### config.mk
export PLATFORM = sky130hd
export DESIGN_NAME = segint_diff
export DESIGN_NICKNAME = d
export VERILOG_FILES = /design/src/rtl/core/segint_pkg.sv /design/src/rtl/core/segint_diff.sv
export SDC_FILE = /design/constraint.sdc
export NUM_CORES = 1
export LEC_CHECK = 0
export ABC_AREA = 1
export BUFFER_PORTS_ARGS = -buffer_cell sky130_fd_sc_hd__buf_2
export CAP_MARGIN = 5
export CORE_MARGIN = 2
export CORE_UTILIZATION = 25
export CTS_CLUSTER_DIAMETER = 100
export CTS_CLUSTER_SIZE = 20
export DETAILED_ROUTE_END_ITERATION = 16
export GPL_TIMING_DRIVEN = 0
export PLACE_DENSITY = 0.44
export RECOVER_POWER = 100
export SETUP_SLACK_MARGIN = 0.5
export SLEW_MARGIN = 20
export SYNTH_ARGS = -nofsm -noshare
export SYNTH_HDL_FRONTEND = slang
export SYNTH_SLANG_ARGS = --single-unit
### constraint.sdc
create_clock -name clk -period 37.5 [get_ports clk]
set_input_delay 5.625 -clock clk [delete_from_list [all_inputs] [get_ports clk]]
set_output_delay 5.625 -clock clk [all_outputs]
set_load 0.01 [all_outputs]
### src/rtl/core/segint_pkg.sv
package segint_pkg;

  // coordinate and arithmetic widths
  localparam int COORD_BITS = 16;
  localparam int DIFF_W     = COORD_BITS + 1;
  localparam int PROD_W     = 2 * DIFF_W;
  localparam int SUM_W      = PROD_W + 1;
  localparam int IN_W       = ((8 * COORD_BITS + 7) / 8) * 8;
  localparam int OUT_W      = 8;

  typedef logic signed [COORD_BITS-1:0] coord_t;
  typedef logic signed [DIFF_W-1:0]     diff_t;
  typedef logic signed [PROD_W-1:0]     prod_t;
  typedef logic signed [SUM_W-1:0]      sum_t;

  // the four endpoints of one item
  typedef struct packed {
    coord_t ax;
    coord_t ay;
    coord_t bx;
    coord_t by;
    coord_t cx;
    coord_t cy;
    coord_t dx;
    coord_t dy;
  } points_t;

  typedef struct packed {
    diff_t x;
    diff_t y;
  } vec_t;

  // difference vectors, named target minus origin
  typedef struct packed {
    vec_t ba;
    vec_t dc;
    vec_t ac;
    vec_t bc;
    vec_t ad;
    vec_t bd;
    vec_t ca;
    vec_t da;
    vec_t cb;
    vec_t db;
  } diffs_t;

  // partial products: left and right term of each cross or dot product
  typedef struct packed {
    prod_t par_l;
    prod_t par_r;
    prod_t col_l;
    prod_t col_r;
    prod_t sa_l;
    prod_t sa_r;
    prod_t sb_l;
    prod_t sb_r;
    prod_t sc_l;
    prod_t sc_r;
    prod_t ia_l;
    prod_t ia_r;
    prod_t ib_l;
    prod_t ib_r;
    prod_t ic_l;
    prod_t ic_r;
    prod_t id_l;
    prod_t id_r;
  } prods_t;

  // sign flags of the finished cross and dot products
  typedef struct packed {
    logic par_zero;
    logic col_zero;
    logic sa_pos;
    logic sa_neg;
    logic sb_pos;
    logic sb_neg;
    logic sc_pos;
    logic sc_neg;
    logic sd_pos;
    logic sd_neg;
    logic in_a;
    logic in_b;
    logic in_c;
    logic in_d;
  } flags_t;

  // exact difference of two points
  function automatic vec_t vsub(coord_t px, coord_t py, coord_t qx, coord_t qy);
    vec_t r;
    r.x = DIFF_W'(px) - DIFF_W'(qx);
    r.y = DIFF_W'(py) - DIFF_W'(qy);
    return r;
  endfunction

  // exact product of two differences
  function automatic prod_t pmul(diff_t p, diff_t q);
    prod_t r;
    r = PROD_W'(p) * PROD_W'(q);
    return r;
  endfunction

endpackage

### src/rtl/core/segint_diff.sv
module segint_diff (
  input  logic                clk,
  input  logic                rst,
  input  logic                in_valid,
  output logic                in_ready,
  input  segint_pkg::points_t in_pts,
  output logic                out_valid,
  input  logic                out_ready,
  output segint_pkg::diffs_t  out_diffs
);
  import segint_pkg::*;

  diffs_t diffs_next;

  // stage can load when empty or when its item moves on
  assign in_ready = !out_valid || out_ready;

  // all difference vectors in parallel
  always_comb begin
    diffs_next.ba = vsub(in_pts.bx, in_pts.by, in_pts.ax, in_pts.ay);
    diffs_next.dc = vsub(in_pts.dx, in_pts.dy, in_pts.cx, in_pts.cy);
    diffs_next.ac = vsub(in_pts.ax, in_pts.ay, in_pts.cx, in_pts.cy);
    diffs_next.bc = vsub(in_pts.bx, in_pts.by, in_pts.cx, in_pts.cy);
    diffs_next.ad = vsub(in_pts.ax, in_pts.ay, in_pts.dx, in_pts.dy);
    diffs_next.bd = vsub(in_pts.bx, in_pts.by, in_pts.dx, in_pts.dy);
    diffs_next.ca = vsub(in_pts.cx, in_pts.cy, in_pts.ax, in_pts.ay);
    diffs_next.da = vsub(in_pts.dx, in_pts.dy, in_pts.ax, in_pts.ay);
    diffs_next.cb = vsub(in_pts.cx, in_pts.cy, in_pts.bx, in_pts.by);
    diffs_next.db = vsub(in_pts.dx, in_pts.dy, in_pts.bx, in_pts.by);
  end

  // valid bit
  always_ff @(posedge clk) begin
    if (rst) begin
      out_valid <= 1'b0;
    end else if (in_ready) begin
      out_valid <= in_valid;
    end
  end

  // payload
  always_ff @(posedge clk) begin
    if (in_valid && in_ready) begin
      out_diffs <= diffs_next;
    end
  end

endmodule

Yosys cells after proc, flatten, opt, wreduce, memory -nomap -nowiden

Cells that the tools add are included.

Register bits after elaboration: 341
Memories: 0
ROM bits: 0
Logic and storage cells: 44
Latch bits: 0
RAM bits: 0
Output and inout port bits: 342

Add/sub/neg operators: 20
Reduce and logical (&&, ||, !) cells: 3
Bitwise operators: 0
Muxes and demuxes: 0
Eq/ne operators: 0
Order comparisons: 0
Multiply operators: 0
Shift operators: 0
Div/mod/pow operators: 0

Operators with widths:

| cell              | count |
|---|---|
| $sub 16x16->17    | 20 |
| $logic_and 1x1->1 | 1 |
| $logic_not 1->1   | 1 |
| $logic_or 1x1->1  | 1 |

Logic depth before layout (Yosys ltp)

Depth after elaboration: 3
Mapped depth: 12
Depth with buffers taken out: 12

Worst setup path after synthesis

Ideal clock, no wire load.

Path type: input to register
Start point: input port in_valid
End point: register out_diffs[100] (netlist bit), enable pin
Setup time: 1.136 ns
Data required time: 36.364 ns
Buffers on the path: 0
Stages: 2
Path slack: 14.792 ns
Arrival: 21.572 ns
Cells stage by stage: inv_1 -> a21oi_1

Word-level cells in the longest chain between the ends: 1

Ends and longest elaborated chain:

| item                 | RTL line          | RTL |
|---|---|---|
| start, declared      | segint_diff.sv:4  | `input logic in_valid,` |
| $logic_and 1x1->1    | segint_diff.sv:43 | `if (in_valid && in_ready) begin` |
| end signal, assigned | segint_diff.sv:44 | `out_diffs <= diffs_next;` |
| end, declared        | segint_diff.sv:9  | `output segint_pkg::diffs_t out_diffs` |

Every way passes these cells.
A chain may end at the register's enable or synchronous reset.

Worst setup path after layout

Start point: input port out_ready
End point: register out_diffs[270] (netlist bit), enable pin

Word-level cells in the longest chain between the ends: 2

Ends and longest elaborated chain:

| item              | RTL line          | RTL |
|---|---|---|
| start, declared   | segint_diff.sv:8  | `input logic out_ready,` |
| $logic_or 1x1->1  | segint_diff.sv:16 | `assign in_ready = !out_valid \|\| out_ready;` |
| $logic_and 1x1->1 | segint_diff.sv:43 |  |

Every way passes these cells.

==> metrics.txt <==
commonest cells after routing, fill and taps aside 1781 x nand2_1, 898 x inv_1, 370 x clkbuf_1, 332 x edfxtp_1, 320 x ha_1; dpl ws 25.84 ns; WP data arrival 11.96 ns; Post-Syn Instances 4285; initial antenna violation count 19; total negative slack 0 ns; RR Startpoint out_valid$_SDFFE_PP0N_; RSZ-0062 raised after global routing no; commonest non-fill, non-tap cell in the layout nand2_1; Die H 350.0 µm; clock slew at reported path FFs 0.08 ns; post-route ant nets 0; GRT Total Usage 18.99%; WL final 119.3 mm; Synth Cell Area 29930 µm²; Nets 5279; Critical Path End Type register; hold path startpoint out_valid$_SDFFE_PP0N_; Fin Clk Skew 0.02701 ns; worst hold endpoint out_valid$_SDFFE_PP0N_; drt first pass iters 5; Critical Path RT 37.76 ns; RePlAce Congestion 0.9270; RR Endpoint out_diffs[270]$_DFFE_PP_; Vias 27303; post-synthesis cell type count 29; first-pass GRT wire length 171.0 mm; 1st-iter DRT viols 1553; Post-CTS Setup Inserts 0; H-tree depth 1; Die Wd 350.0 µm; I/O Buffers 473; critical path peak fanout 24; routed vias/inst 4.244; status finished, final reports clean; Initial Utilization 25.28%; WL per Instance 18.55 µm; Worst-Skew Late Latency 0.65 ns; cell mode on critical path clkbuf_1; Maximum Capacitance Violations 0; Seq/Total Area, Yosys 33.38%; Max stage delay cell, worst path clkbuf_1; post_cts resized 0; CTS tree built; startpoint types input pin; share of cells above drive strength 1 7.461%; Max Freq 85.46 MHz; Critical Path Max Stage Delay 1.02 ns; R2R Setup Slk 30.56 ns; Placed Cells 6376; FF-to-FF path depth 8; yosys warns 0; hold slack 0.4946 ns; net count after synthesis 4757; Inserted Clock Buffers 29; Clock Tree Buf Depth 3; number of synthesized register bits 333; vias in the first global route 26129; Worst IR Drop VDD 0.03510 mV; CTS root buf clkbuf_16; CP cell instances buf_2 > inv_1 > a21oi_1 > clkbuf_1 > clkbuf_1 > clkbuf_1 > clkbuf_1 > clkbuf_1 > clkbuf_1 > clkbuf_1; max_slew headroom 13.76%; I/O Pins 474; slack of the critical path 25.80 ns; pwr dens 36.15 nW/µm²; Placeable Area 118400 µm²; Hold Vio Cnt, Final 0; Avg Cell Area, Syn 6.984 µm²; WS Path Type in -> reg; Worst Tran Pin Value 1.294 ns; Hold Crit Depth 2; largest net degree at the start of global routing 25; CTS sink cnt 333; Hold Buf Count CTS 0; DIE AREA 122500 µm²; final setup fails 0; FP Rows 126; synth-to-layout area growth 16.58%; Final Critical Period 11.70 ns; Hold Path Class reg -> reg; final worst path period share 31.21%; DP HPWL 103.8 mm; Leak 18.81 nW; Final Non-Filler Cells 6434; Remaining DRCs 0; GRT overflow 0; Slew Viols, Final 0
## how the worst max path moves through the flow
stage	startpoint	end	slack, ns	cells after the start
2_1_floorplan	in_valid	out_diffs[100]$_DFFE_PP_	14.79	2
3_3_place_gp	in_valid	out_diffs[222]$_DFFE_PP_	5.72	3
3_5_place_dp	out_ready	in_ready	25.84	4
4_1_cts	out_ready	in_ready	25.84	4
5_1_grt	in_valid	out_diffs[266]$_DFFE_PP_	24.99	10
6_report	out_ready	out_diffs[270]$_DFFE_PP_	25.80	10
## per-layer routing
metal,global-route usage (%),vias up,wire length (µm)
met4,4.310,6,2606
li1,-,14106,-
met2,32.71,677,56220
met5,0,-,34
met3,2.690,111,6233
met1,24.99,12403,54240
## stage by stage
step | total power, mW | util (%) | area, µm²
detailed placement | 0.9650 | 29.39 | 34790
global placement | 0.9789 | 28.97 | 34300
global route | 1.344 | 29.46 | 34880
floorplan | 0.7820 | - | 29930
finish | 1.261 | 29.47 | 34890
CTS | 1.297 | 30.21 | 35760
## sequential cells by signal, summed over array words and instances, names as in the netlist
signal     count
out_valid      1
out_diffs    332
## logic make-up (layout without fill, tap and decap cells)
group,count (synthesis),after routing,share of synthesized area (%)
AND/OR/NAND/NOR,2271,2271,31.36
buffers and inverters,996,1536,13.02
adder cells (fa/ha/maj),340,340,14.72
flip-flops,333,333,33.38
AO/OA/AOI/OAI,205,205,3.428
XOR/XNOR,140,140,4.097
other,0,9,0
## cells in the mapped netlist
library cell	count	area share [%]
nor2_2	40	0.84
nor2_4	6	0.23
dfxtp_1	1	0.067
or2_2	5	0.10
nor3_2	16	0.54
and2_4	3	0.088
xor2_1	115	3.4
nand2_2	28	0.59
buf_6	1	0.038
nand2_4	6	0.23
buf_2	33	0.55
buf_4	25	0.63
a21oi_1	205	3.4
clkinv_1	3	0.038
nand3_2	2	0.067
fa_1	20	1.3
nand3b_1	2	0.050
xnor2_1	25	0.73
inv_2	23	0.29
nand2_1	1781	22
nor3_1	16	0.27
and2_1	13	0.27
ha_1	320	13
nand3_1	261	4.4
nand4_1	29	0.61
nor2_1	63	0.79
clkbuf_2	13	0.22
inv_1	898	11
edfxtp_1	332	33
## power breakdown
| group | switching (mW) | internal, mW |
|---|---|---|
| combinational | 0.310 | 0.130 |
| clock | 0.172 | 0.151 |
| sequential | 0.0216 | 0.476 |
## cell type report
type                            count  area, µm²
Tap cell                         1600       2002
Sequential cell                   333       9990
Multi-Input combinational cell   2956      16010
Antenna cell                        9      22.52
Clock inverter                     19      241.5
Timing Repair Buffer              491       1996
Buffer                             72      429.2
Clock buffer                       30      729.5
Inverter                          924       3468
Fill cell                       13299      83510
## worst max-delay path: cells and delay by family
kind | cells | cell delay, ns
buffers and inverters | 9 | 5.98
AOI/OAI and AO/OA | 1 | 0.30
(Power assumes the default switching activity.)
