$ cat config.mk
export PLATFORM = sky130hd
export DESIGN_NAME = segint_sign
export DESIGN_NICKNAME = d
export VERILOG_FILES = /design/src/rtl/core/segint_pkg.sv /design/src/rtl/core/segint_sign.sv
export SDC_FILE = /design/constraint.sdc
export NUM_CORES = 1
export LEC_CHECK = 0
export BUFFER_PORTS_ARGS = -buffer_cell sky130_fd_sc_hd__buf_2
export CAP_MARGIN = 25
export CORE_AREA = 2 2 249 251
export CTS_CLUSTER_DIAMETER = 150
export DETAILED_ROUTE_END_ITERATION = 6
export DIE_AREA = 0 0 251 253
export MAX_ROUTING_LAYER = met4
export PLACE_DENSITY = 0.5
export SYNTH_ARGS = -nofsm -noshare
export SYNTH_HDL_FRONTEND = slang
export SYNTH_SLANG_ARGS = --single-unit
$ cat constraint.sdc
create_clock -name clk -period 7.64 [get_ports clk]
set_input_delay 1.146 -clock clk [delete_from_list [all_inputs] [get_ports clk]]
set_output_delay 1.146 -clock clk [all_outputs]
set_load 0.005 [all_outputs]
$ cat src/rtl/core/segint_pkg.sv
package segint_pkg;

  // coordinate and arithmetic widths
  localparam int COORD_BITS = 16;
  localparam int DIFF_W     = COORD_BITS + 1;
  localparam int PROD_W     = 2 * DIFF_W;
  localparam int SUM_W      = PROD_W + 1;
  localparam int IN_W       = ((8 * COORD_BITS + 7) / 8) * 8;
  localparam int OUT_W      = 8;

  typedef logic signed [COORD_BITS-1:0] coord_t;
  typedef logic signed [DIFF_W-1:0]     diff_t;
  typedef logic signed [PROD_W-1:0]     prod_t;
  typedef logic signed [SUM_W-1:0]      sum_t;

  // the four endpoints of one item
  typedef struct packed {
    coord_t ax;
    coord_t ay;
    coord_t bx;
    coord_t by;
    coord_t cx;
    coord_t cy;
    coord_t dx;
    coord_t dy;
  } points_t;

  typedef struct packed {
    diff_t x;
    diff_t y;
  } vec_t;

  // difference vectors, named target minus origin
  typedef struct packed {
    vec_t ba;
    vec_t dc;
    vec_t ac;
    vec_t bc;
    vec_t ad;
    vec_t bd;
    vec_t ca;
    vec_t da;
    vec_t cb;
    vec_t db;
  } diffs_t;

  // partial products: left and right term of each cross or dot product
  typedef struct packed {
    prod_t par_l;
    prod_t par_r;
    prod_t col_l;
    prod_t col_r;
    prod_t sa_l;
    prod_t sa_r;
    prod_t sb_l;
    prod_t sb_r;
    prod_t sc_l;
    prod_t sc_r;
    prod_t ia_l;
    prod_t ia_r;
    prod_t ib_l;
    prod_t ib_r;
    prod_t ic_l;
    prod_t ic_r;
    prod_t id_l;
    prod_t id_r;
  } prods_t;

  // sign flags of the finished cross and dot products
  typedef struct packed {
    logic par_zero;
    logic col_zero;
    logic sa_pos;
    logic sa_neg;
    logic sb_pos;
    logic sb_neg;
    logic sc_pos;
    logic sc_neg;
    logic sd_pos;
    logic sd_neg;
    logic in_a;
    logic in_b;
    logic in_c;
    logic in_d;
  } flags_t;

  // exact difference of two points
  function automatic vec_t vsub(coord_t px, coord_t py, coord_t qx, coord_t qy);
    vec_t r;
    r.x = DIFF_W'(px) - DIFF_W'(qx);
    r.y = DIFF_W'(py) - DIFF_W'(qy);
    return r;
  endfunction

  // exact product of two differences
  function automatic prod_t pmul(diff_t p, diff_t q);
    prod_t r;
    r = PROD_W'(p) * PROD_W'(q);
    return r;
  endfunction

endpackage

$ cat src/rtl/core/segint_sign.sv
module segint_sign (
  input  logic               clk,
  input  logic               rst,
  input  logic               in_valid,
  output logic               in_ready,
  input  segint_pkg::prods_t in_prods,
  output logic               out_valid,
  input  logic               out_ready,
  output segint_pkg::flags_t out_flags
);
  import segint_pkg::*;

  sum_t   par_sum;
  sum_t   col_sum;
  sum_t   sa_sum;
  sum_t   sb_sum;
  sum_t   sc_sum;
  sum_t   ia_sum;
  sum_t   ib_sum;
  sum_t   ic_sum;
  sum_t   id_sum;
  flags_t flags_next;

  assign in_ready = !out_valid || out_ready;

  // finish cross products (difference) and dot products (sum)
  always_comb begin
    par_sum = SUM_W'(in_prods.par_l) - SUM_W'(in_prods.par_r);
    col_sum = SUM_W'(in_prods.col_l) - SUM_W'(in_prods.col_r);
    sa_sum  = SUM_W'(in_prods.sa_l)  - SUM_W'(in_prods.sa_r);
    sb_sum  = SUM_W'(in_prods.sb_l)  - SUM_W'(in_prods.sb_r);
    sc_sum  = SUM_W'(in_prods.sc_l)  - SUM_W'(in_prods.sc_r);
    ia_sum  = SUM_W'(in_prods.ia_l)  + SUM_W'(in_prods.ia_r);
    ib_sum  = SUM_W'(in_prods.ib_l)  + SUM_W'(in_prods.ib_r);
    ic_sum  = SUM_W'(in_prods.ic_l)  + SUM_W'(in_prods.ic_r);
    id_sum  = SUM_W'(in_prods.id_l)  + SUM_W'(in_prods.id_r);
  end

  // reduce to sign flags
  always_comb begin
    flags_next.par_zero = (par_sum == '0);
    flags_next.col_zero = (col_sum == '0);
    flags_next.sa_neg   = sa_sum[SUM_W-1];
    flags_next.sa_pos   = !sa_sum[SUM_W-1] && (sa_sum != '0);
    flags_next.sb_neg   = sb_sum[SUM_W-1];
    flags_next.sb_pos   = !sb_sum[SUM_W-1] && (sb_sum != '0);
    flags_next.sc_neg   = sc_sum[SUM_W-1];
    flags_next.sc_pos   = !sc_sum[SUM_W-1] && (sc_sum != '0);
    flags_next.sd_neg   = col_sum[SUM_W-1];
    flags_next.sd_pos   = !col_sum[SUM_W-1] && (col_sum != '0);
    flags_next.in_a     = ia_sum[SUM_W-1];
    flags_next.in_b     = ib_sum[SUM_W-1];
    flags_next.in_c     = ic_sum[SUM_W-1];
    flags_next.in_d     = id_sum[SUM_W-1];
  end

  always_ff @(posedge clk) begin
    if (rst) begin
      out_valid <= 1'b0;
    end else if (in_ready) begin
      out_valid <= in_valid;
    end
  end

  always_ff @(posedge clk) begin
    if (in_valid && in_ready) begin
      out_flags <= flags_next;
    end
  end

endmodule

* Word-level counts from Yosys, hierarchy flattened
Index checks and enable logic that the tools add are counted.
** Word-level totals
- Flip-flop bits (word level) :: 15
- Bits of input ports :: 616
- Output and inout bits :: 16
- Logic and storage cells :: 41
** Cells by class
- Add/subtract/negate cells :: 9
- Reductions and logical operators :: 17
** Operators with widths (number)
- $sub 34x34->35 :: 5
- $add 34x34->35 :: 4
- $reduce_bool 35->1 :: 4
- $logic_not 35->1 :: 2
- $logic_and 1x1->1 :: 5
- $logic_not 1->1 :: 5
- $logic_or 1x1->1 :: 1

* Longest topological paths before layout
- Depth after elaboration :: 3
- Depth in mapped cells :: 14
- Gate-level depth less buffers :: 14

* Worst setup path after synthesis
No wires, ideal clock.
- Path type :: input port to flip-flop
- Start point :: input port in_prods[306] in the netlist's numbering
- End point :: register out_flags[7] in the netlist's numbering, data pin
- Library setup time :: 265 ps
- Arrival time :: 4151 ps
- Data required time :: 7375 ps
- Setup slack :: 3224 ps
- Stages :: 14
- Path buffers :: 0
- Cells stage by stage :: inv_1 > ha_1 > inv_1 > fa_1 > a21o_1 > a221oi_1 > o21ai_1 > a21oi_1 > o31ai_1 > mux2i_1 > or4_1 > or4_1 > nor4_1 > a31oi_1
** RTL lines
- start, declared :: RTL line segint_sign.sv:6 : input segint_pkg::prods_t in_prods,
- end signal, assigned :: RTL line segint_sign.sv:67 : out_flags <= flags_next;
- end, declared :: RTL line segint_sign.sv:9 : output segint_pkg::flags_t out_flags

==> key figures <==
Worst setup path
  – Critical Path RT: 7.67 ns
  – Critical Path End Type: flop
  – CP Class: in -> reg
  – CP max FO: 4
  – R2R Setup Slk: 6.42 ns
  – Critical path startpoint category: primary input
  – Crit path DAT: 4.71 ns

Yosys
  – Post-synth EDFFs: 14
  – Cell Area, Synth: 14300 sq um
  – FF+latch count, synth: 15
  – Post-synthesis cell count: 2079
  – Avg Cell Area, Syn: 6.86 sq um
  – Commonest register cell after synthesis: edfxtp_1
  – Ys async rst share: 0%
  – Syn Nets: 3001
  – Sequential element share of the synthesized area: 3.09%
  – Netlist cell types: 78
  – Synth Warn #: 0

Die
  – IO Count: 632
  – Die X: 251 um
  – Starting Density: 23.4%
  – # rows: 91
  – DIE HEIGHT: 253 um
  – Die area: 63500 sq um
  – Core Area: 61000 sq um

Global routing
  – Initial antenna violation count: 10
  – GRT Util Overall: 18.8%
  – Vias in the first global route: 16800
  – GR Overflow Total: 0
  – First-pass GRT wire length: 92600 um
  – Largest net degree at the start of global routing: 15

Route
  – Initial DRC Count: 910
  – Vias: 17500
  – Antenna viol nets, final: 0
  – Number of remaining DRC errors: 0
  – Vias per cell: 5.08
  – WL final: 61100 um
  – Routed wire per std cell: 17.7 um
  – Drt pass-1 iters: 5

Layout
  – Most frequent cells in the layout: 631 x buf_2, 302 x ha_1, 224 x inv_1
  – Share of cells above drive strength 1: 25.3%
  – Area delta synth->final: 27.9%
  – Fin area: 18200 sq um
  – Commonest non-fill, non-tap cell in the layout: buf_2
  – Final nets: 3567

Clock network
  – Clock Path Buffers: 2
  – Clk Latency, worst-skew pair: 0.28 ns
  – CTS buffer count: 3
  – Root Buffer: clkbuf_16
  – Post-CTS setup buffers: 0
  – CTS Sinks: 15
  – H-tree levels: 1
  – Resized Gates After CTS: 0
  – CTS Hold Bufs: 0
  – CTS clk-pin slew, worst paths: 0.07 ns
  – TritonCTS clock tree: yes

STA
  – Final period utilization: 61.3%
  – Fin Hold WS: 0.514 ns
  – Clock skew: 0.00242 ns
  – Setup TNS: 0 ns
  – Final Hold Viols: 0
  – Max Clk Rate: 0.214 GHz
  – Final setup vio count: 0
  – Fin. max-slew vios: 0
  – Slew @ Worst Pin: 0.837 ns
  – RSZ-0062 raised after global routing: no
  – Fin crit period: 4.68 ns
  – Relative slew slack: 43.5%

Place
  – Hpwl dp: 54600 um
  – Gpl congestion: 0.938
  – IO buf count: 631
  – Placed Area: 18100 sq um

Pwr
  – Peak supply drop: 0.0000526 V
  – Power share of the sequential group: 6.7%
  – Clock share of power: 8.4%
  – Switching Fraction: 52.3%
  – Cell-internal power: 0.733 mW
  – Gate power share: 84.9%
  – Leak: 9.37 nW
  – P per Cell Area: 84.2 nW/um^2
  – Sw Pwr: 0.803 mW

Flow run
  – Max-Cap Viols: 0

Hold path
  – Worst min-delay path category: reg -> reg

Outcome
  – Outcome: finished clean
==> cell usage after synthesis (all sizes together), types with 7 or more instances <==
library cell | count | share of area [%]
a31oi | 29 | 1.3
o31ai | 14 | 0.74
nor2 | 123 | 3.2
nand4 | 67 | 2.9
a22oi | 10 | 0.53
nand2 | 170 | 4.5
inv | 224 | 5.9
nand3 | 47 | 1.7
ha | 302 | 27
nor3 | 44 | 1.5
and3 | 27 | 1.2
or3 | 12 | 0.53
nor3b | 12 | 0.63
a21o | 71 | 3.7
a211oi | 19 | 1.0
a2111oi | 15 | 1.1
or4 | 11 | 0.58
a21oi | 222 | 7.8
nor4 | 17 | 0.79
o221ai | 8 | 0.49
o21ai | 133 | 4.7
edfxtp | 14 | 2.9
nor2b | 42 | 1.8
and2 | 16 | 0.70
nand2b | 37 | 1.6
o21a | 25 | 1.3
clkbuf | 65 | 1.7
o211ai | 19 | 1.0
mux2i | 22 | 1.5
a21boi | 8 | 0.42
a211o | 10 | 0.61
or2 | 11 | 0.48
xor2 | 30 | 1.8
a31o | 8 | 0.49
o311ai | 8 | 0.49
mux2 | 7 | 0.55
o22ai | 12 | 0.53
o2111ai | 18 | 1.1
o21bai | 21 | 1.1
xnor2 | 32 | 2.0
nand3b | 8 | 0.42
==> area by class of cell <==
| class | count | area, sq um |
|---|---|---|
| Timing Repair Buffer | 632 | 3170 |
| Fill cell | 6933 | 42800 |
| Inverter | 224 | 841 |
| Sequential cell | 15 | 440 |
| Clock buffer | 4 | 78.8 |
| Multi-Input combinational cell | 1769 | 12700 |
| Antenna cell | 9 | 22.5 |
| Tap cell | 790 | 988 |
==> metrics by stage <==
step / util, % / cells / power (mW) / setup slack (ns)
final: 29.9 / 3443 / 1.54 / 2.96
after global routing: 29.9 / 3443 / 1.71 / 2.76
after CTS: 29.8 / 3434 / 1.55 / 3.00
after detailed placement: 29.7 / 3430 / 1.40 / 2.69
after global placement: 29.7 / 3430 / 1.41 / 2.78
after floorplan: - / 2079 / 0.944 / 3.22
==> power by group through the flow <==
stage / sequential [mW] / combinational, mW / clock [mW]
2_1_floorplan: 0.104 / 0.839 / 0
3_3_place_gp: 0.104 / 1.30 / 0
3_5_place_dp: 0.104 / 1.29 / 0
4_1_cts: 0.103 / 1.30 / 0.147
5_1_grt: 0.103 / 1.46 / 0.146
6_report: 0.102 / 1.30 / 0.130
==> registers in the layout, indices dropped and copies added, names as in the netlist <==
signal and flops:
out_flags 14, out_valid 1
==> cell families (layout without fill, tap and decap cells) <==
group / Yosys count / in the layout / share of synthesized area (%)
AOI/OAI and AO/OA: 712 / 712 / 32.5
xor gates and xnor gates: 62 / 62 / 3.81
adders and majority gates: 306 / 306 / 27.1
buffers and inverters: 295 / 860 / 7.81
DFF: 15 / 15 / 3.09
muxes: 29 / 29 / 2.10
other: 0 / 9 / 0
and+or+nand+nor: 660 / 660 / 23.6
==> path summary, 6_finish.rpt <==
kind                               startpoint             to  depth (start not counted)
worst max-delay path            in_prods[306]   out_flags[7]                         15
worst min-delay path                out_valid      out_valid                          2
worst max register to register      out_valid  out_flags[12]                          3
worst min register to register      out_valid      out_valid                          2
==> worst max-delay path, cell delays in order <==
cell	delay, ns
buf_2	0.09
inv_1	0.05
ha_1	0.14
inv_1	0.05
fa_1	0.41
a21o_1	0.20
a221oi_1	0.48
o21ai_1	0.22
a21oi_1	0.29
o31ai_1	0.16
mux2i_1	0.13
or4_1	0.46
or4_1	0.54
nor4_1	0.23
a31oi_1	0.11
==> layer usage <==
| layer | global-route usage, % | vias up | share of wire [%] |
|---|---|---|---|
| met5 | - | - | 0 |
| met4 | 3.84 | 0 | 1.7 |
| met3 | 2.55 | 50 | 5.7 |
| met2 | 31.6 | 555 | 47 |
| met1 | 24.0 | 7985 | 46 |
| li1 | - | 8899 | - |
Note: power is estimated with default switching activity, not from simulation.
